===== src/hdl/pgcb_pkg.sv =====
// ---------------------------------------------------------------------------
// pgcb_pkg
// Types, constants and elaboration-time tables for the gamma core.
// ---------------------------------------------------------------------------
package pgcb_pkg;

  localparam int FRAC_BITS  = 24;
  // Two table stages, one stage per fraction bit, shift stage, three output stages.
  localparam int PIPE_DEPTH = FRAC_BITS + 6;
  localparam logic [30:0] Q30_ONE = 31'h4000_0000;

  // Configuration register indexes.
  typedef enum logic [1:0] {
    REG_CONTRAST   = 2'd0,
    REG_BRIGHTNESS = 2'd1,
    REG_GAMMA      = 2'd2,
    REG_UNUSED     = 2'd3
  } reg_index_t;

  // Saturated configuration handed to every lane.
  typedef struct packed {
    logic [7:0]        contrast;
    logic signed [7:0] brightness;
    logic [7:0]        gamma;
  } cfg_t;

  typedef logic [20:0] la_arr_t [256];
  typedef logic [6:0]  lb_arr_t [256];
  typedef logic [30:0] root_arr_t [1:FRAC_BITS];

  // log2 of a code in Q.24, one fraction bit per squaring of the mantissa.
  function automatic logic [63:0] log2_fixed(input int v);
    int          e;
    logic [63:0] m;
    logic [63:0] frac;
    e    = 7;
    frac = 64'd0;
    if (v == 0) begin
      return 64'd0;
    end
    while ((v >> e) == 0) begin
      e = e - 1;
    end
    m = 64'(v) << (30 - e);
    for (int k = 0; k < FRAC_BITS; k++) begin
      m    = (m * m) >> 30;
      frac = frac << 1;
      if (m >= 64'h8000_0000) begin
        m    = m >> 1;
        frac = frac | 64'd1;
      end
    end
    return (64'(e) << FRAC_BITS) | frac;
  endfunction

  // Distance below log2(255), split as quotient and remainder by one hundred.
  function automatic la_arr_t build_la();
    la_arr_t     t;
    logic [63:0] l;
    for (int v = 0; v < 256; v++) begin
      l    = (v == 0) ? 64'd0 : log2_fixed(255) - log2_fixed(v);
      t[v] = 21'(l / 100);
    end
    return t;
  endfunction

  function automatic lb_arr_t build_lb();
    lb_arr_t     t;
    logic [63:0] l;
    for (int v = 0; v < 256; v++) begin
      l    = (v == 0) ? 64'd0 : log2_fixed(255) - log2_fixed(v);
      t[v] = 7'(l % 100);
    end
    return t;
  endfunction

  // Floor square root, bit by bit.
  function automatic logic [63:0] int_sqrt(input logic [63:0] a_in);
    logic [63:0] a;
    logic [63:0] res;
    logic [63:0] bits;
    a    = a_in;
    res  = 64'd0;
    bits = 64'd1 << 62;
    while (bits > a) begin
      bits = bits >> 2;
    end
    while (bits != 64'd0) begin
      if (a >= res + bits) begin
        a   = a - (res + bits);
        res = (res >> 1) + bits;
      end else begin
        res = res >> 1;
      end
      bits = bits >> 2;
    end
    return res;
  endfunction

  // Factors 2^-(2^-k) in Q1.30 from repeated square roots of one half.
  function automatic root_arr_t build_roots();
    root_arr_t   t;
    logic [63:0] r;
    r = 64'h2000_0000;
    for (int k = 1; k <= FRAC_BITS; k++) begin
      r    = int_sqrt(r << 30);
      t[k] = 31'(r);
    end
    return t;
  endfunction

  localparam la_arr_t   LOG_QUOT = build_la();
  localparam lb_arr_t   LOG_REM  = build_lb();
  localparam root_arr_t ROOTS    = build_roots();

  // Reciprocals of one hundred for the two exact constant divisions.
  localparam logic [15:0] RECIP_T   = 16'd41944;
  localparam logic [16:0] RECIP_OUT = 17'd83887;

endpackage


===== src/hdl/pgcb_merge.sv =====
// ---------------------------------------------------------------------------
// pgcb_merge
// Tracks requests through the lanes and joins the three channel results.
// ---------------------------------------------------------------------------
module pgcb_merge (
  input  logic        clk,
  input  logic        rst,
  input  logic        in_valid,
  input  logic        out_ready,
  input  logic [7:0]  blue_res,
  input  logic [7:0]  green_res,
  input  logic [7:0]  red_res,
  output logic        en,
  output logic        out_valid,
  output logic [23:0] out_data
);
  import pgcb_pkg::*;

  logic [PIPE_DEPTH-1:0] vld;

  // The whole pipeline moves unless a finished result is held.
  assign en = !vld[PIPE_DEPTH-1] || out_ready;

  always_ff @(posedge clk) begin
    if (rst) begin
      vld <= '0;
    end else if (en) begin
      vld <= {vld[PIPE_DEPTH-2:0], in_valid};
    end
  end

  assign out_valid = vld[PIPE_DEPTH-1];
  assign out_data  = {red_res, green_res, blue_res};

endmodule


===== config.mk =====
export PLATFORM = sky130hd
export DESIGN_NAME = pgcb_merge
export DESIGN_NICKNAME = d
export VERILOG_FILES = /design/src/hdl/pgcb_pkg.sv /design/src/hdl/pgcb_merge.sv
export SDC_FILE = /design/constraint.sdc
export NUM_CORES = 1
export LEC_CHECK = 0
export BUFFER_PORTS_ARGS = -buffer_cell sky130_fd_sc_hd__buf_2
export CAP_MARGIN = 10
export CORE_ASPECT_RATIO = 1.25
export CORE_MARGIN = 2
export CORE_UTILIZATION = 51
export DETAILED_ROUTE_END_ITERATION = 16
export PLACE_DENSITY_LB_ADDON = 0.1
export SYNTH_ARGS = -nofsm -noshare
export SYNTH_HDL_FRONTEND = slang
export SYNTH_SLANG_ARGS = --single-unit
export TNS_END_PERCENT = 20

===== constraint.sdc =====
create_clock -name clk -period 2.5 [get_ports clk]
set_input_delay 0.375 -clock clk [delete_from_list [all_inputs] [get_ports clk]]
set_output_delay 0.375 -clock clk [all_outputs]
set_load 0.02 [all_outputs]

==> Word level (Yosys, flattened, before mapping) <==
Index checks and enable logic that the tools add are counted.
{ "word_totals": {"in_bits": 28, "regBits": 30, "output_inout_bits": 26, "latch_bits": 0, "mem_count": 0, "wordCells": 3, "ram_bits": 0, "romBits": 0} }
{ "classes": {"n_bitwise": 0, "muxes": 0, "n_div": 0, "eq_ne": 0, "n_addsub": 0, "n_mul": 0, "reduce_logical": 2, "shifts": 0, "n_lt_le_gt_ge": 0} }
{ "ops": {"columns": ["op", "count"], "rows": [
  ["$logic_not A1 Y1", 1],
  ["$logic_or A1 B1 Y1", 1]
]} }

==> Longest topological paths before layout <==
Gate-level depths: netlist of the first run.
{ "logic_depth": {"word_depth": 2, "ltp_mapped": 5, "ltp_nobuf": 3} }

==> Worst setup path after synthesis of the first run <==
Ideal clock, no wire load.
{ "synth_timing": {"path_kind": "register to output", "startpoint": "register vld[29]", "endpoint": "output port en", "t_arrival_ns": 0.937, "path_buffers": 2, "path_stages_with_launch": 5, "required_ns": 2.125, "slack_ns": 1.188, "cell_sequence": "dfxtp_1 -> nor2b_4 -> buf_6 -> inv_8 -> buf_8"} }
{ "synth_between": {"elab_chain_len": 2} }
{ "synth_rtl": {"columns": ["item", "line_no", "text"], "rows": [
  ["start: declaration", "pgcb_merge.sv:19", "logic [PIPE_DEPTH-1:0] vld;"],
  ["start signal: assignment", "pgcb_merge.sv:28", "vld <= {vld[PIPE_DEPTH-2:0], in_valid};"],
  ["$logic_not A1 Y1", "pgcb_merge.sv:22", "assign en = !vld[PIPE_DEPTH-1] || out_ready;"],
  ["$logic_or A1 B1 Y1", "pgcb_merge.sv:22", null],
  ["end: declaration", "pgcb_merge.sv:13", "output logic en,"]
]} }
Every way passes these cells.

==> Final worst setup path of the first run <==
Ends and elaborated chain as after synthesis.

==> results.sh, run 1 <==
export IMPL_clk_pin_slew_ns=0.08
export IMPL_routed_via_count=697
export IMPL_numClockSinks=30
export IMPL_timing_max_slew_rel_slack=0.7389
export IMPL_yosysUniqueCellTypes=13
export IMPL_detail_route_first_pass_iterations=3
export IMPL_timing_max_cap_violations=0
export IMPL_core_mm2=0.002477
export IMPL_cts_inserted_buffers=5
export IMPL_detail_route_drc_violations=0
export IMPL_tritoncts="yes"
export IMPL_run_status="finished clean"
export IMPL_post_drt_wl_per_cell_um=12.58
export IMPL_final_max_slew_viol_count=0
export IMPL_grt_busiest_layer="met2"
export IMPL_syn_area_per_cell_um2=10.94
export IMPL_post_dp_cell_area_mm2=0.001179
export IMPL_net_switching_power_w=0.0001533
export IMPL_floorplan_die_height_um=61.42
export IMPL_viasPerCell=5.088
export IMPL_cell_family_with_the_largest_share_of_critical_path_delay="flip-flops"
export IMPL_critical_path_max_fanout=28
export IMPL_design_final_nets=133
export IMPL_tightest_slew_ns=0.3916
export IMPL_final_period_utilization=0.6564
export IMPL_detailedPlacementHpwl_um=1074
export IMPL_synth_top_area_cell="sky130_fd_sc_hd__dfxtp_1"
export IMPL_finish_instance_area_mm2=0.001230
export IMPL_synth_top_area_share=0.4465
export IMPL_number_of_antenna_violations_at_the_first_check_in_global_routing=0
export IMPL_yosysWarnings=0
export IMPL_cts_htree_levels=2
export IMPL_pwr_share_clk=0.353
export IMPL_worst_path_buf_inv=2
export IMPL_rsz0062_at_grt="no"
export IMPL_critical_path_startpoint_type="flop"
export IMPL_timing_critical_path_cells="nor2b_4, inv_8, buf_2"
export IMPL_ys_seq_area_frac=0.4465
export IMPL_initial_core_util=0.5429
export IMPL_final_setup_tns_ns=0
export IMPL_use_met3=0.09709
export IMPL_layout_drive_gt1_share=0.1250
export IMPL_leakage_nw=0.5976
export IMPL_switching_share=0.1993
export IMPL_power_internal_w=0.0006159
export IMPL_seq_power_share=0.625
export IMPL_worstSkewPairLatency_ns=0.32
export IMPL_m1_gr_usage=0.1294
export IMPL_postSynthNetCount=151
export IMPL_grt_total_usage=0.1280
export IMPL_ant_nets=0
export IMPL_cts_repair_timing_setup_buffer_count=0
export IMPL_final_setup_viol_count=0
export IMPL_buffer_ports_inserted=5
export IMPL_finClkSkew_ns=0.002585
export IMPL_hold_buffers=0
export IMPL_fmaxAchievable_mhz=609.4
export IMPL_post_route_min_period_ns=1.641
export IMPL_whs_ns=0.3063
export IMPL_endpoint_kind="output pin"
export IMPL_die_area_mm2=0.003067
export IMPL_antenna_cells_inserted=0
export IMPL_rows=20
export IMPL_detailedRoute_firstIterationViolations=15
export IMPL_final_hold_viol_count=0
export IMPL_powerDensity_mw_per_mm2=625.4
export IMPL_largest_registers="vld x30"
export IMPL_grt_pass1_vias=660
export IMPL_number_of_filler_cells_placed_in_the_layout=234
export IMPL_critical_path_max_stage_delay_ns=0.35
export IMPL_postRouteWirelength_um=1723
export IMPL_largest_register="vld"
export IMPL_cts_root_buf="sky130_fd_sc_hd__clkbuf_4"
export IMPL_syn_to_final_growth_pct=-8.558
export IMPL_slowest_stage="sky130_fd_sc_hd__dfxtp_1"
export IMPL_synth_seq_cells=30
export IMPL_clockBufferDepth=2
export IMPL_grt_pass1_wl_um=2815
export IMPL_post_cts_resized=0
export IMPL_timing_worst_setup_path_type="flop to output pin"
export IMPL_boundaryPins=54
export IMPL_met2_usage=0.1810
export IMPL_global_route_overflow_total=0
export IMPL_worst_ep_arrival_time_ns=1.27
export IMPL_post_synthesis_cell_area_mm2=0.001345
export IMPL_yosys_top_cells_area="sky130_fd_sc_hd__dfxtp_1 (45%), sky130_fd_sc_hd__mux2i_1 (21%), sky130_fd_sc_hd__nand2b_1 (13%)"
export IMPL_fp_dieW_um=49.94
export IMPL_grt_max_degree=32
export IMPL_max_reg_flops=30
export IMPL_cell_count_after_synthesis=123
export IMPL_hold_path_class="input pin to flop"
export IMPL_timing_critical_path_required_ns=2.12
export IMPL_comb_power_share=0.023
export IMPL_gpl_final_weighted_congestion=0.6322
export IMPL_vdd_ir_drop_worst_uv=446.8
## synthesized netlist by cell type, drive strengths merged
| master | n |
|---|---|
| a21oi | 1 |
| nor2b | 1 |
| mux2i | 28 |
| inv | 2 |
| nand2b | 29 |
| or4bb | 1 |
| clkbuf | 3 |
| o21ai | 1 |
| dfxtp | 30 |
| buf | 27 |
## area by class of cell
cell class | instances | area (um^2) | share of cell area
inverter | 2 | 15.01 | 0.01221
sequential | 30 | 600.6 | 0.4883
multi-input combinational | 61 | 496.7 | 0.4039
timing repair buffer | 5 | 25.02 | 0.02035
tap | 33 | 41.29 | 0.03357
clock buffer | 6 | 51.30 | 0.04171
## path summary, 6_finish.rpt
kind                              from                    to  slack (ns)  cells after the start
setup / recovery  vld[29]$_SDFFE_PP0P_                    en        0.86                      3
hold / removal                in_valid   vld[0]$_SDFFE_PP0P_        0.31                      3
setup reg to reg  vld[29]$_SDFFE_PP0P_  vld[17]$_SDFFE_PP0P_        1.48                      3
hold reg to reg   vld[28]$_SDFFE_PP0P_  vld[29]$_SDFFE_PP0P_        0.45                      2
## power by group through the flow
stage	combinational (W)	sequential, W	clock, W
after global placement	0.0000173	0.000492	0
after floorplan	0.0000690	0.000492	0
final	0.0000173	0.000480	0.000271
after detailed placement	0.0000179	0.000492	0
after global routing	0.0000191	0.000481	0.000306
after CTS	0.0000178	0.000481	0.000286
## layer usage
layer,share of wire,vias up
li1,-,338
met1,0.43,316
met2,0.44,38
met3,0.099,5
met4,0.027,0
met5,0,-
## worst reg2reg max path: stages (launching register included)
cell	delay [ns]
sky130_fd_sc_hd__dfxtp_1	0.35
sky130_fd_sc_hd__nor2b_4	0.26
sky130_fd_sc_hd__inv_8	0.14
sky130_fd_sc_hd__mux2i_1	0.15
## cells by family after synthesis
logic type	share of synthesized area
compound gates	0.007435
buf+inv	0.1842
flops	0.4465
mux	0.2084
simple gates	0.1535
## layout by cell type (no fill, tap or decap)
master                     netlist  routed
sky130_fd_sc_hd__clkbuf_8        0       1
sky130_fd_sc_hd__mux2i_1        28      28
sky130_fd_sc_hd__inv_8           1       1
sky130_fd_sc_hd__nor2b_4         1       1
sky130_fd_sc_hd__o21ai_1         1       1
sky130_fd_sc_hd__a21oi_1         1       1
sky130_fd_sc_hd__buf_2           0       5
sky130_fd_sc_hd__or4bb_1         1       1
sky130_fd_sc_hd__dfxtp_1        30      30
sky130_fd_sc_hd__nand2b_1       29      29
sky130_fd_sc_hd__clkbuf_4        0       5
sky130_fd_sc_hd__inv_1           1       1
## metrics by stage
step | setup WS (ns) | util | cells | power (W)
CTS | 0.8229 | 0.4965 | 137 | 0.0007839
detailed placement | 1.066 | 0.4758 | 131 | 0.0005097
floorplan | 1.188 | - | 123 | 0.0005606
global placement | 1.083 | 0.4758 | 131 | 0.0005091
finish | 0.8591 | 0.4965 | 137 | 0.0007692
global route | 0.7889 | 0.4965 | 137 | 0.0008057
No activity file was read; power rests on OpenSTA's default activity.
==> inputs of run 2 (changes only) <==
CORE_UTILIZATION = 47   (was 51)
clock period = 1.7 ns   (was 2.5 ns; I/O delays follow)
==> run 2 against run 1 <==
  * Sequential cell count stayed put
  * Sequential share of layout area is 0.39 points lower
  * Clock skew is 0.0045 ns higher
  * Wire length is 2.8% lower
  * Die area is 7.9% higher
  * Register-to-register slack worse by 0.82 ns
  * Final cell count is 2.2% higher
  * Critical path type unchanged
  * Critical path depth stayed put
==> results.sh, run 2 (synthesis gave the netlist of run 1 again) <==
export IMPL_design_final_nets=133
export IMPL_global_route_overflow_total=0
export IMPL_antenna_cells_inserted=0
export IMPL_run_status="finished clean"
export IMPL_final_core_util=0.4582
export IMPL_die_area_mm2=0.003308
export IMPL_number_of_cells_traversed_by_the_worst_register_to_register_path=3
export IMPL_floorplan_die_height_um=63.81
export IMPL_viasPerCell=4.929
export IMPL_ant_nets=0
export IMPL_layout_drive_gt1_share=0.1321
export IMPL_endpoint_kind="output pin"
export IMPL_regToRegStartpoint="vld[29]$_SDFFE_PP0P_"
export IMPL_grt_pass1_wl_um=2932
export IMPL_detail_route_drc_violations=0
export IMPL_timing_max_slew_rel_slack=0.7410
export IMPL_cts_repair_timing_setup_buffer_count=0
export IMPL_worst_hold_startpoint="in_valid"
export IMPL_final_max_slew_viol_count=0
export IMPL_numClockSinks=30
export IMPL_fp_dieW_um=51.85
export IMPL_grt_pass1_vias=680
export IMPL_slowest_stage="sky130_fd_sc_hd__dfxtp_1"
export IMPL_rows=21
export IMPL_most_common_layout_cells="sky130_fd_sc_hd__dfxtp_1 (30), sky130_fd_sc_hd__nand2b_1 (29), sky130_fd_sc_hd__mux2i_1 (28), sky130_fd_sc_hd__clkbuf_4 (5), sky130_fd_sc_hd__buf_2 (5)"
export IMPL_hold_path_class="input pin to flop"
export IMPL_gpl_final_weighted_congestion=0.5852
export IMPL_max_reg_flops=30
export IMPL_final_common_cell="sky130_fd_sc_hd__dfxtp_1"
export IMPL_worstSkewPairLatency_ns=0.32
export IMPL_syn_to_final_growth_pct=-7.814
export IMPL_tritoncts="yes"
export IMPL_timing_critical_path_cells="nor2b_4, inv_8, buf_2"
export IMPL_core_mm2=0.002706
export IMPL_post_cts_resized=0
export IMPL_detailedPlacementHpwl_um=1047
export IMPL_powerDensity_mw_per_mm2=934.7
export IMPL_timing_max_cap_violations=0
export IMPL_hold_path_end="vld[0]$_SDFFE_PP0P_"
export IMPL_routed_via_count=690
export IMPL_initial_core_util=0.4970
export IMPL_cts_inserted_buffers=5
export IMPL_critical_path_max_stage_delay_ns=0.36
export IMPL_grt_max_degree=32
export IMPL_cts_htree_levels=2
export IMPL_detailedRoute_firstIterationViolations=14
export IMPL_timing_rr_end="vld[20]$_SDFFE_PP0P_"
export IMPL_fin_cells=140
export IMPL_worst_ep_arrival_time_ns=1.28
export IMPL_finClkSkew_ns=0.007040
export IMPL_timing_critical_path_required_ns=1.44
export IMPL_largest_register="vld"
export IMPL_detail_route_first_pass_iterations=2
export IMPL_grt_total_usage=0.1246
export IMPL_tightest_slew_ns=0.3885
export IMPL_cts_root_buf="sky130_fd_sc_hd__clkbuf_4"
export IMPL_hold_buffers=0
export IMPL_regToRegSetupSlack_ns=0.66
export IMPL_final_hold_viol_count=0
export IMPL_whs_path_depth=3
export IMPL_vdd_ir_drop_worst_uv=591.9
export IMPL_critical_path_startpoint_type="flop"
export IMPL_number_of_antenna_violations_at_the_first_check_in_global_routing=0
export IMPL_final_setup_viol_count=0
export IMPL_rsz0062_at_grt="no"
export IMPL_clk_pin_slew_ns=0.09
export IMPL_post_route_min_period_ns=1.533
export IMPL_timing_worst_setup_path_type="flop to output pin"
export IMPL_buffer_ports_inserted=5
export IMPL_final_period_utilization=0.9020
export IMPL_largest_registers="vld x30"
export IMPL_boundaryPins=54
export IMPL_postRouteWirelength_um=1674
export IMPL_place_inst=132
export IMPL_final_setup_tns_ns=0
export IMPL_post_drt_wl_per_cell_um=11.96
export IMPL_number_of_filler_cells_placed_in_the_layout=259
export IMPL_leakage_nw=0.6027
export IMPL_critical_path_max_fanout=28
export IMPL_clockBufferDepth=2
export IMPL_fmaxAchievable_mhz=652.2
run 2: cell count changes in the layout (fill, tap and decap cells not counted):
| cell | previous run | this run |
|---|---|---|
| sky130_fd_sc_hd__clkbuf_1 | 0 | 1 |
| sky130_fd_sc_hd__clkinv_2 | 0 | 1 |
run 2: how the worst max path moves through the flow:
stage / depth (start not counted) / end / slack [ns] / from
after global placement: 4 / en / 0.52 / out_ready
after global routing: 3 / en / 0.09 / vld[29]$_SDFFE_PP0P_
after floorplan: 4 / en / 0.51 / vld[29]$_SDFFE_PP0P_
after CTS: 3 / en / 0.15 / vld[29]$_SDFFE_PP0P_
final: 3 / en / 0.17 / vld[29]$_SDFFE_PP0P_
after detailed placement: 4 / en / 0.51 / out_ready
run 2: per-layer routing:
layer | global-route usage | share of wire | vias up
met5 | 0 | 0 | -
met4 | 0.1053 | 0.042 | 0
met3 | 0.08178 | 0.087 | 13
met2 | 0.1661 | 0.42 | 28
met1 | 0.1317 | 0.45 | 307
li1 | - | - | 342
run 2: stage by stage:
step,total power (W),setup slack [ns],cell area (um^2),hold slack [ns]
2_1_floorplan,0.0008245,0.5079,1345,0.4108
3_3_place_gp,0.0007484,0.5204,1180,0.4387
3_5_place_dp,0.0007491,0.5141,1180,0.4373
4_1_cts,0.001181,0.1531,1240,0.1668
5_1_grt,0.001227,0.09022,1240,0.1972
6_report,0.001159,0.1667,1240,0.1843
run 2: cell type report:
class	count	area (um^2)	share of cell area
Sequential cell	30	600.6	0.4844
Clock buffer	7	55.05	0.04440
Tap cell	34	42.54	0.03431
Clock inverter	1	5.005	0.004036
Timing Repair Buffer	5	25.02	0.02018
Multi-Input combinational cell	61	496.7	0.4006
Inverter	2	15.01	0.01211
run 2: worst max-delay path: cells and delay by family, from the launching register on:
| family | cells | cell delay [ns] |
|---|---|---|
| flip-flops | 1 | 0.36 |
| AND/OR/NAND/NOR | 1 | 0.26 |
| buffers and inverters | 2 | 0.33 |
run 2: power by group:
part	internal, W	switching (W)
Sequential	0.000706	0.000000967
Combinational	0.0000142	0.0000113
Clock	0.000200	0.000227
