[src/hdl/pgcb_pkg.sv]
// ---------------------------------------------------------------------------
// pgcb_pkg
// Types, constants and elaboration-time tables for the gamma core.
// ---------------------------------------------------------------------------
package pgcb_pkg;

  localparam int FRAC_BITS  = 24;
  // Two table stages, one stage per fraction bit, shift stage, three output stages.
  localparam int PIPE_DEPTH = FRAC_BITS + 6;
  localparam logic [30:0] Q30_ONE = 31'h4000_0000;

  // Configuration register indexes.
  typedef enum logic [1:0] {
    REG_CONTRAST   = 2'd0,
    REG_BRIGHTNESS = 2'd1,
    REG_GAMMA      = 2'd2,
    REG_UNUSED     = 2'd3
  } reg_index_t;

  // Saturated configuration handed to every lane.
  typedef struct packed {
    logic [7:0]        contrast;
    logic signed [7:0] brightness;
    logic [7:0]        gamma;
  } cfg_t;

  typedef logic [20:0] la_arr_t [256];
  typedef logic [6:0]  lb_arr_t [256];
  typedef logic [30:0] root_arr_t [1:FRAC_BITS];

  // log2 of a code in Q.24, one fraction bit per squaring of the mantissa.
  function automatic logic [63:0] log2_fixed(input int v);
    int          e;
    logic [63:0] m;
    logic [63:0] frac;
    e    = 7;
    frac = 64'd0;
    if (v == 0) begin
      return 64'd0;
    end
    while ((v >> e) == 0) begin
      e = e - 1;
    end
    m = 64'(v) << (30 - e);
    for (int k = 0; k < FRAC_BITS; k++) begin
      m    = (m * m) >> 30;
      frac = frac << 1;
      if (m >= 64'h8000_0000) begin
        m    = m >> 1;
        frac = frac | 64'd1;
      end
    end
    return (64'(e) << FRAC_BITS) | frac;
  endfunction

  // Distance below log2(255), split as quotient and remainder by one hundred.
  function automatic la_arr_t build_la();
    la_arr_t     t;
    logic [63:0] l;
    for (int v = 0; v < 256; v++) begin
      l    = (v == 0) ? 64'd0 : log2_fixed(255) - log2_fixed(v);
      t[v] = 21'(l / 100);
    end
    return t;
  endfunction

  function automatic lb_arr_t build_lb();
    lb_arr_t     t;
    logic [63:0] l;
    for (int v = 0; v < 256; v++) begin
      l    = (v == 0) ? 64'd0 : log2_fixed(255) - log2_fixed(v);
      t[v] = 7'(l % 100);
    end
    return t;
  endfunction

  // Floor square root, bit by bit.
  function automatic logic [63:0] int_sqrt(input logic [63:0] a_in);
    logic [63:0] a;
    logic [63:0] res;
    logic [63:0] bits;
    a    = a_in;
    res  = 64'd0;
    bits = 64'd1 << 62;
    while (bits > a) begin
      bits = bits >> 2;
    end
    while (bits != 64'd0) begin
      if (a >= res + bits) begin
        a   = a - (res + bits);
        res = (res >> 1) + bits;
      end else begin
        res = res >> 1;
      end
      bits = bits >> 2;
    end
    return res;
  endfunction

  // Factors 2^-(2^-k) in Q1.30 from repeated square roots of one half.
  function automatic root_arr_t build_roots();
    root_arr_t   t;
    logic [63:0] r;
    r = 64'h2000_0000;
    for (int k = 1; k <= FRAC_BITS; k++) begin
      r    = int_sqrt(r << 30);
      t[k] = 31'(r);
    end
    return t;
  endfunction

  localparam la_arr_t   LOG_QUOT = build_la();
  localparam lb_arr_t   LOG_REM  = build_lb();
  localparam root_arr_t ROOTS    = build_roots();

  // Reciprocals of one hundred for the two exact constant divisions.
  localparam logic [15:0] RECIP_T   = 16'd41944;
  localparam logic [16:0] RECIP_OUT = 17'd83887;

endpackage

[src/hdl/pgcb_cfg.sv]
// ---------------------------------------------------------------------------
// pgcb_cfg
// Configuration registers with saturation to the usable ranges.
// ---------------------------------------------------------------------------
module pgcb_cfg (
  input  logic           clk,
  input  logic           rst,
  input  logic           cfg_we,
  input  logic [1:0]     cfg_index,
  input  logic [7:0]     cfg_data,
  output pgcb_pkg::cfg_t cfg
);
  import pgcb_pkg::*;

  logic [7:0] contrast;
  logic [7:0] brightness;
  logic [7:0] gamma;

  // Register writes; an unused index is dropped.
  always_ff @(posedge clk) begin
    if (rst) begin
      contrast   <= 8'd100;
      brightness <= 8'd0;
      gamma      <= 8'd100;
    end else if (cfg_we) begin
      unique case (reg_index_t'(cfg_index))
        REG_CONTRAST:   contrast   <= cfg_data;
        REG_BRIGHTNESS: brightness <= cfg_data;
        REG_GAMMA:      gamma      <= cfg_data;
        default:        ;
      endcase
    end
  end

  // Clamp the raw values to the ranges the datapath is sized for.
  always_comb begin
    cfg.contrast = (contrast > 8'd200) ? 8'd200 : contrast;
    cfg.gamma    = (gamma > 8'd200) ? 8'd200 : gamma;
    if ($signed(brightness) > 8'sd100) begin
      cfg.brightness = 8'sd100;
    end else if ($signed(brightness) < -8'sd100) begin
      cfg.brightness = -8'sd100;
    end else begin
      cfg.brightness = $signed(brightness);
    end
  end

endmodule

[config.mk]
export PLATFORM = sky130hd
export DESIGN_NAME = pgcb_cfg
export DESIGN_NICKNAME = d
export VERILOG_FILES = /design/src/hdl/pgcb_pkg.sv /design/src/hdl/pgcb_cfg.sv
export SDC_FILE = /design/constraint.sdc
export NUM_CORES = 1
export LEC_CHECK = 0
export ABC_AREA = 1
export BUFFER_PORTS_ARGS = -buffer_cell sky130_fd_sc_hd__buf_4
export CORE_MARGIN = 2
export CORE_UTILIZATION = 49
export DETAILED_ROUTE_END_ITERATION = 8
export PLACE_DENSITY = 0.83
export SYNTH_ARGS = -nofsm -noshare
export SYNTH_HDL_FRONTEND = slang
export SYNTH_SLANG_ARGS = --single-unit
[constraint.sdc]
create_clock -name clk -period 1.7 [get_ports clk]
set_clock_uncertainty 0.15 [all_clocks]
set_input_delay 0.255 -clock clk [delete_from_list [all_inputs] [get_ports clk]]
set_output_delay 0.255 -clock clk [all_outputs]
set_load 0.01 [all_outputs]
* Yosys cells after proc, flatten, opt, wreduce, memory -nomap -nowiden *
Index checks and enable logic that the tools add are counted.

storage, ports and cells
  output and inout bits = 24
  register bits = 24
  word-level logic and storage cells = 17

operators by class
  mux-type cells = 4
  reduce and logical (&&, ||, !) cells = 4
  equal/unequal tests = 2
  $lt $le $gt $ge = 4

operators by type and width
  cell                                                   number
  2-to-1 mux 8 bit                                       4
  greater-than comparator 8 bit (second input constant)  3
  < comparator 8 bit (second input constant)             1
  AND reduction 2 bit                                    3
  == test 2 x 1 -> 1 bit (second input constant)         1
  == test 2 bit (second input constant)                  1
  zero test 2 bit                                        1

* Longest topological paths before layout *
Gate-level depths: netlist (run 1).

  depth after elaboration = 3
  gate-level depth with buffers = 7
  depth with buffers taken out = 7

* Worst setup path after synthesis (run 1) *
OpenSTA, ideal clock, no wires.

  path type = reg-to-output
  start point = register brightness[4]
  end point = output cfg[9] (netlist bit)
  slack = 0.121 ns
  data arrival time = 1.174 ns
  cell stages (with the launch flop) = 8
  data required time = 1.295 ns
  path through = dfxtp_1 nand3_1 nand3_1 nand2_1 ha_1 inv_1 nand2_1 a21oi_1

RTL lines
  item                    line            RTL
  from (decl)             pgcb_cfg.sv:16  logic [7:0] brightness;
  from (signal assigned)  pgcb_cfg.sv:28  REG_BRIGHTNESS: brightness <= cfg_data;
  to (decl)               pgcb_cfg.sv:11  output pgcb_pkg::cfg_t cfg

==> impl_metrics.csv, run 1 <==
group,metric,value,unit
place,gp_congestion,0.901,
layout,syn_to_final_growth,57.0,%
pwr,pwr-share-comb,26.6,%
status,status,"complete, but fails checks",
synth,yosys-top-cells-area,"dfxtp_1 41%, nor2_1 15%, inv_1 7.7%",
clock_network,clk_pin_slew,0.13,ns
sta,finalSetupViolations,14,
detailed_routing,wl_met1,1.53,mm
sta,layout_min_cycle_time,1.95,ns
synth,syn_inst,178,
setup_path,endpoint_kind,"primary output",
setup_path,critical_path_required,1.29,ns
floorplanning,boundaryPins,37,
detailed_routing,wl,4.38,mm
detailed_routing,drt-initial-drc-count,82,
clock_network,clock-sinks,24,
setup_path,crit_top_cell,"nand3_2",
layout,drive_gt1_share,58.4,%
layout,multi_input_area,761,um^2
sta,slew_headroom,66.9,%
pwr,p_leak,0.869,nW
worst_hold_path,worstHoldStart,"cfg_data[3]",
sta,fmax,0.514,GHz
grt,grt_overflow,0,
setup_path,path_delay_family,"flip-flops",
detailed_routing,top_layer,"met4",
floorplanning,die_w,52.9,um
floorplanning,rows,17,
detailed_routing,ant_nets,0,
synth,synth-seq-area-share,40.9,%
setup_path,cp.depth,7,
clock_network,htreeDepth,1,
clock_network,clockRootBuffer,"clkbuf_4",
run,maxCapViolCount,0,
pwr,power.density,692,nW/um^2
setup_path,startpoint,"brightness[4]",
sta,final-hold-violation-count,0,
pwr,peakVddDrop,608,uV
sta,worstMarginPinSlew,0.496,ns
detailed_routing,first_pass_iters,5,
detailed_routing,vias,1474,
sta,grt_setup_unrepaired,"yes",
floorplanning,start_util,52.5,%
sta,period_share,115,%
pwr,clockPowerShare,24.3,%
synth,ys_ff_latch,24,
grt,grt_pass1_vias,1304,
detailed_routing,avgRoutedWirePerCell,17.2,um
synth,yosys.area.top_type,"dfxtp_1",
detailed_routing,routed-wl-met3,319,um
sta,setup_tns,-1.96,ns
grt,antenna_found_initial,0,
layout,regArea,510,um^2
synth,yosysWarnings,0,
synth,netlist_area,1170,um^2
worst_hold_path,hp-class,"input pin to flop",
setup_path,max_stage_delay,0.37,ns
setup_path,cp_cell_sequence,"nand3_2, nand3_2, nand2_2, ha_4, nor2_1, a21oi_2, buf_4",
status,failed_checks,"negative setup slack",
layout,fin_nets,241,
floorplanning,fp.dieH,52.9,um
layout,diodes,0,
sta,setup_ws,-0.247,ns
synth,synthesis.nets,192,
place,place_ws,0.0145,ns
floorplanning,die-area,2800,um^2
detailed_routing,dr_wl_met2,2.23,mm
clock_network,cts_buffers,3,
setup_path,path_class,"flop to primary output",
setup_path,slowest_stage,"dfxtp_2",
synth,synth_top_area_share,40.9,%
setup_path,critPathArrivalTime,1.54,ns
layout,nFillCells,130,
sta,slew_viol_final,0,
clock_network,insertion_delay,0.32,ns
detailed_routing,drcViolationCount,0,
setup_path,start_kind,"flop",
setup_path,cp.buffers_inverters,1,
place,hpwl,2.25,mm
grt,track_usage,30.4,%
synth,yosysUniqueCellTypes,16,
grt,grt_max_degree,25,
detailed_routing,viasPerCell,5.80,
pwr,power_switching_share,31.1,%
setup_path,cp_max_fo,6,
floorplanning,core-area,2230,um^2
clock_network,cts_hold_buf,0,
pwr,switchingPower,0.000397,W
place,numPortBuffers,36,
clock_network,cts_tree,"built",
synth,avgSynthCellArea,6.59,um^2
worst_hold_path,hold_depth,3,
pwr,seq_power_share,49.1,%
clock_network,clock_path_buffers,2,
grt,grt_pass1_wl,5.99,mm
pwr,p_int,0.000878,W
setup_path,r2r_cells,3,
setup_path,r2r-start,"brightness[3]",
worst reg2reg max path: cells and delay by family (launching register included):
family	cells	cell delay [ns]
buffers and inverters	1	0.14
and+or+nand+nor	2	0.26
DFF	1	0.35
per-layer routing:
metal / up-vias / GRT usage [%]
met4: 0 / 16.2
met1: 675 / 34.0
met3: 33 / 4.24
li1: 664 / -
met2: 102 / 55.0
met5: - / 0
sequential cells by signal, indices dropped and copies added (netlist names):
signal      count
brightness      8
contrast        8
gamma           8
final timing paths:
path	to	slack [ns]
min	contrast[3]	0.04
max	cfg[11]	-0.25
max reg2reg	brightness[3]	0.70
min reg2reg	contrast[2]	0.35
cell usage after synthesis:
library cell / number
nand3_1: 4
dfxtp_1: 24
nor3_4: 1
nor2_1: 46
o21ai_1: 8
o21ai_0: 15
a21oi_1: 17
inv_1: 24
buf_2: 2
ha_1: 1
nand2_1: 22
inv_2: 1
clkbuf_1: 4
o211ai_1: 6
buf_4: 2
nand3_2: 1
metrics by stage:
stage	util, %	instance area [um^2]	hold WS, ns	total power (W)	instances
2_1_floorplan	-	1170	0.251	0.000758	178
3_3_place_gp	66.4	1480	0.313	0.000865	240
3_5_place_dp	66.4	1480	0.319	0.000876	240
4_1_cts	76.9	1720	0.0322	0.00122	252
5_1_grt	82.5	1840	0.0624	0.00131	254
6_report	82.5	1840	0.0360	0.00128	254
layout make-up:
type	instances	share of cell area [%]
Clock buffer	4	1.97
Inverter	25	5.36
Multi-Input combinational cell	121	41.3
Sequential cell	24	27.7
Tap cell	28	1.90
Timing Repair Buffer	52	21.8
layout by cell type, fill, tap and decap left out, types with 4 or more instances in the layout:
cell      count
nand2_2       7
nand2_1      10
a21oi_4       4
inv_1        10
dfxtp_2      21
inv_2        13
nand2_4       5
nor2_4        4
o211ai_1      6
o21ai_1       9
o21ai_0      14
buf_4        49
nor2_1       39
a21oi_2      11
kinds of logic (layout without fill, tap and decap cells):
group | Yosys count | count (layout) | synth area share, %
buffers and inverters | 33 | 81 | 11.4
DFF | 24 | 24 | 40.9
AOI/OAI and AO/OA | 46 | 46 | 20.9
and+or+nand+nor | 74 | 74 | 25.7
adders and majority gates | 1 | 1 | 1.07
what timing repair did:
item,CTS,global route
pin swaps,12,9
gates cloned,0,0
gates resized for setup,58,35
buffers inserted,8,2
setup endpoints to repair,18,18
power by group through the flow:
stage	registers, W	logic, W	clock network [W]
floorplan	0.000620	0.000138	0
global placement	0.000623	0.000242	0
detailed placement	0.000624	0.000252	0
CTS	0.000618	0.000294	0.000306
global route	0.000629	0.000361	0.000322
finish	0.000626	0.000340	0.000310
No activity file was read; power rests on OpenSTA's default activity.
==> run 2, diff against run 1 <==
--- a/config.mk
+++ b/config.mk
@@ -7,10 +7,11 @@
 export LEC_CHECK = 0
 export ABC_AREA = 1
 export BUFFER_PORTS_ARGS = -buffer_cell sky130_fd_sc_hd__buf_4
+export CAP_MARGIN = 40
 export CORE_MARGIN = 2
 export CORE_UTILIZATION = 49
 export DETAILED_ROUTE_END_ITERATION = 8
-export PLACE_DENSITY = 0.83
+export PLACE_DENSITY = 0.77
 export SYNTH_ARGS = -nofsm -noshare
 export SYNTH_HDL_FRONTEND = slang
 export SYNTH_SLANG_ARGS = --single-unit
==> constraint.sdc (replaced) <==
create_clock -name clk -period 1.7 [get_ports clk]
set_clock_uncertainty 0.15 [all_clocks]
set_input_delay 0.255 -clock clk [delete_from_list [all_inputs] [get_ports clk]]
set_output_delay 0.255 -clock clk [all_outputs]
set_load 0.1 [all_outputs]
==> impl_metrics.csv, run 2 <==
group,metric,value,unit
synth,synthArstFlopShare,0,%
floorplanning,die_w,52.9,um
status,failing_step,"clock tree synthesis (4_1_cts)",
synth,synthesis.nets,192,
synth,yosys-top-cells-area,"dfxtp_1 41%, nor2_1 15%, inv_1 7.7%",
synth,synth_edf_count,0,
synth,yosysMostFrequentCell,"nor2_1",
synth,synthTopCellsByCount,"46 x nor2_1, 24 x dfxtp_1, 24 x inv_1, 22 x nand2_1, 17 x a21oi_1",
place,numPortBuffers,36,
clock_network,clock-sinks,24,
floorplanning,fp.dieH,52.9,um
clock_network,clock_path_buffers,2,
synth,synth_compound_area_share,20.9,%
place,gp_congestion,0.813,
floorplanning,boundaryPins,37,
synth,synth-seq-area-share,40.9,%
synth,ys_ff_latch,24,
clock_network,cts_hold_buf,0,
synth,synth_top_family_by_area,"simple AND/OR/NAND/NOR gates",
synth,yosysUniqueCellTypes,16,
synth,synthMuxAreaShare,0,%
synth,synth_xor_area_share,0,%
clock_network,htreeDepth,1,
clock_network,post_cts_buffers,25,
synth,netlist_area,1170,um^2
place,place_area,1800,um^2
clock_network,cts_buffers,3,
place,hpwl,2.67,mm
synth,syn_inst,178,
synth,synthAdderAreaFrac,1.07,%
synth,avgSynthCellArea,6.59,um^2
synth,synth_flop_cell,"dfxtp_1",
synth,synth_top_area_share,40.9,%
floorplanning,rows,17,
clock_network,clockRootBuffer,"clkbuf_4",
synth,yosys.area.top_type,"dfxtp_1",
synth,synth_simple_gate_area_share,25.7,%
status,stop_error,"[ERROR DPL-0038] Utilization greater than 100%, impossible to legalize",
synth,yosysWarnings,0,
floorplanning,start_util,52.5,%
clock_network,post_cts_resize_count,120,
status,status,"aborted with a tool error",
[run 2: per-stage QoR]
step	worst slack [ns]	cells	hold WS, ns	util (%)
2_1_floorplan	-0.407	178	0.251	-
3_3_place_gp	-0.0613	243	0.329	80.6
3_5_place_dp	-0.0967	243	0.338	80.6
[run 2: cell families after synthesis]
logic type	Yosys count
AND/OR/NAND/NOR	74
AO/OA/AOI/OAI	46
buffers and inverters	33
adder cells (fa/ha/maj)	1
flip-flops	24
==> run 3, diff against run 2 <==
--- a/config.mk
+++ b/config.mk
@@ -8,10 +8,10 @@
 export ABC_AREA = 1
 export BUFFER_PORTS_ARGS = -buffer_cell sky130_fd_sc_hd__buf_4
 export CAP_MARGIN = 40
-export CORE_MARGIN = 2
-export CORE_UTILIZATION = 49
+export CORE_AREA = 2 2 63 65
 export DETAILED_ROUTE_END_ITERATION = 8
-export PLACE_DENSITY = 0.77
+export DIE_AREA = 0 0 65 67
+export PLACE_DENSITY_LB_ADDON = 0.15
 export SYNTH_ARGS = -nofsm -noshare
 export SYNTH_HDL_FRONTEND = slang
 export SYNTH_SLANG_ARGS = --single-unit
==> impl_metrics.csv, run 3 (synthesis results as in run 1) <==
group,metric,value,unit
setup_path,path_class,"flop to primary output",
worst_hold_path,hp-class,"input pin to flop",
grt,grt_pass1_vias,1278,
clock_network,clock_path_buffers,2,
sta,period_share,112,%
place,hpwl,2.40,mm
sta,slew_headroom,69.5,%
layout,final_cell_mix,"42 x buf_4, 37 x nor2_1, 20 x buf_12",
place,dp.cells,265,
pwr,power.density,732,nW/um^2
detailed_routing,vias,1327,
setup_path,critPathArrivalTime,1.50,ns
clock_network,insertion_delay,0.25,ns
clock_network,cts_buffers,3,
detailed_routing,drcViolationCount,0,
layout,syn_to_final_growth,104,%
place,numPortBuffers,36,
run,maxCapViolCount,0,
setup_path,max_stage_delay,0.36,ns
layout,final_cells,286,
place,place_area,1840,um^2
sta,slew_viol_final,0,
detailed_routing,first_pass_iters,4,
pwr,p_leak,1.04,nW
grt,met1_usage,20.1,%
floorplanning,start_util,32.5,%
detailed_routing,avgRoutedWirePerCell,11.5,um
setup_path,endpoint_kind,"primary output",
detailed_routing,wl,3.29,mm
clock_network,clockRootBuffer,"clkbuf_8",
setup_path,critical_path_required,1.29,ns
setup_path,path_delay_family,"buffers and inverters",
grt,grt_use_met2,31.7,%
sta,final-hold-violation-count,0,
sta,setup_tns,-1.91,ns
clock_network,cts_tree,"built",
setup_path,cp_max_fo,5,
clock_network,clock-sinks,24,
layout,top_regs,"brightness: 8 flops, contrast: 8 flops, gamma: 8 flops",
layout,diodes,0,
layout,layout_commonest_cell,"buf_4",
grt,track_usage,17.2,%
setup_path,slowest_stage,"dfxtp_1",
floorplanning,boundaryPins,37,
floorplanning,core-area,3610,um^2
clock_network,htreeDepth,1,
setup_path,cp_cell_sequence,"inv_2, nand3_2, nand2_2, ha_4, buf_12, o21ai_4, buf_12",
grt,antenna_found_initial,0,
layout,nFillCells,278,
layout,stdcell_area,2400,um^2
layout,drive_gt1_share,62.2,%
pwr,peakVddDrop,430,uV
detailed_routing,viasPerCell,4.64,
grt,met3_usage,2.87,%
status,failed_checks,"negative setup slack",
sta,layout_min_cycle_time,1.90,ns
clock_network,clk_pin_slew,0.08,ns
status,status,"complete, but fails checks",
setup_path,start_kind,"flop",
grt,grt_pass1_wl,5.82,mm
grt,grt_max_degree,25,
place,gp_congestion,0.737,
grt,grt_overflow,0,
detailed_routing,drt-initial-drc-count,32,
sta,grt_setup_unrepaired,"yes",
floorplanning,rows,22,
floorplanning,fp.dieH,67,um
detailed_routing,ant_nets,0,
sta,finalSetupViolations,18,
place,place_ws,-0.0995,ns
floorplanning,die-area,4360,um^2
layout,post-route-util,66.6,%
layout,fin_nets,253,
grt,busiest_layer,"met2",
sta,worstMarginPinSlew,0.456,ns
setup_path,cp.buffers_inverters,3,
sta,fmax,0.525,GHz
floorplanning,die_w,65,um
sta,setup_ws,-0.203,ns
setup_path,crit_top_cell,"buf_12",
[run 3: worst min-delay path, cell delays in order]
cell	delay, ns
buf_4	0.10
o21ai_1	0.06
nor2_1	0.07
[run 3: path summary, 6_finish.rpt]
| kind | from | end | slack [ns] | cells past startpoint |
|---|---|---|---|---|
| worst max-delay path | brightness[6] | cfg[13] | -0.20 | 7 |
| worst min register to register | contrast[2] | contrast[2] | 0.33 | 2 |
| worst min-delay path | cfg_data[7] | contrast[7] | 0.11 | 3 |
| worst max register to register | gamma[6] | gamma[6] | 0.80 | 3 |
[run 3: what timing repair did]
item | in CTS | in global routing
hold endpoints to repair | 0 | 0
resized for setup | 92 | 1
setup buffers | 17 | 0
endpoints found under the setup margin | 18 | 18
pin swaps | 22 | 4
hold buffers | 0 | 0
[run 3: routing by layer]
layer	vias up	routed length (um)	part of all wire, %
li1	686	-	-
met1	605	1380	42
met2	31	1730	52
met3	5	143	4.3
met4	0	44	1.3
met5	-	0	0
[run 3: metrics by stage]
step	hold WS, ns	total power [W]
floorplan	0.251	0.00110
global placement	0.334	0.00124
detailed placement	0.341	0.00125
CTS	0.110	0.00177
global route	0.110	0.00184
finish	0.114	0.00176
[run 3: layout make-up]
class	count	area, um^2	share of cell area, %
inverters	25	98.8	4.12
clock buffers	4	55.1	2.29
repair buffers	64	742	30.9
multi-input cells	121	935	38.9
flip-flops and latches	24	509	21.2
well taps	48	60.1	2.50
[run 3: power breakdown]
group,total [W],internal (W),leakage (nW),switching [W]
clock,0.000371,0.000206,0.0288,0.000165
combinational,0.000766,0.000280,0.813,0.000486
sequential,0.000620,0.000593,0.200,0.0000273
total,0.00176,0.00108,1.04,0.000678
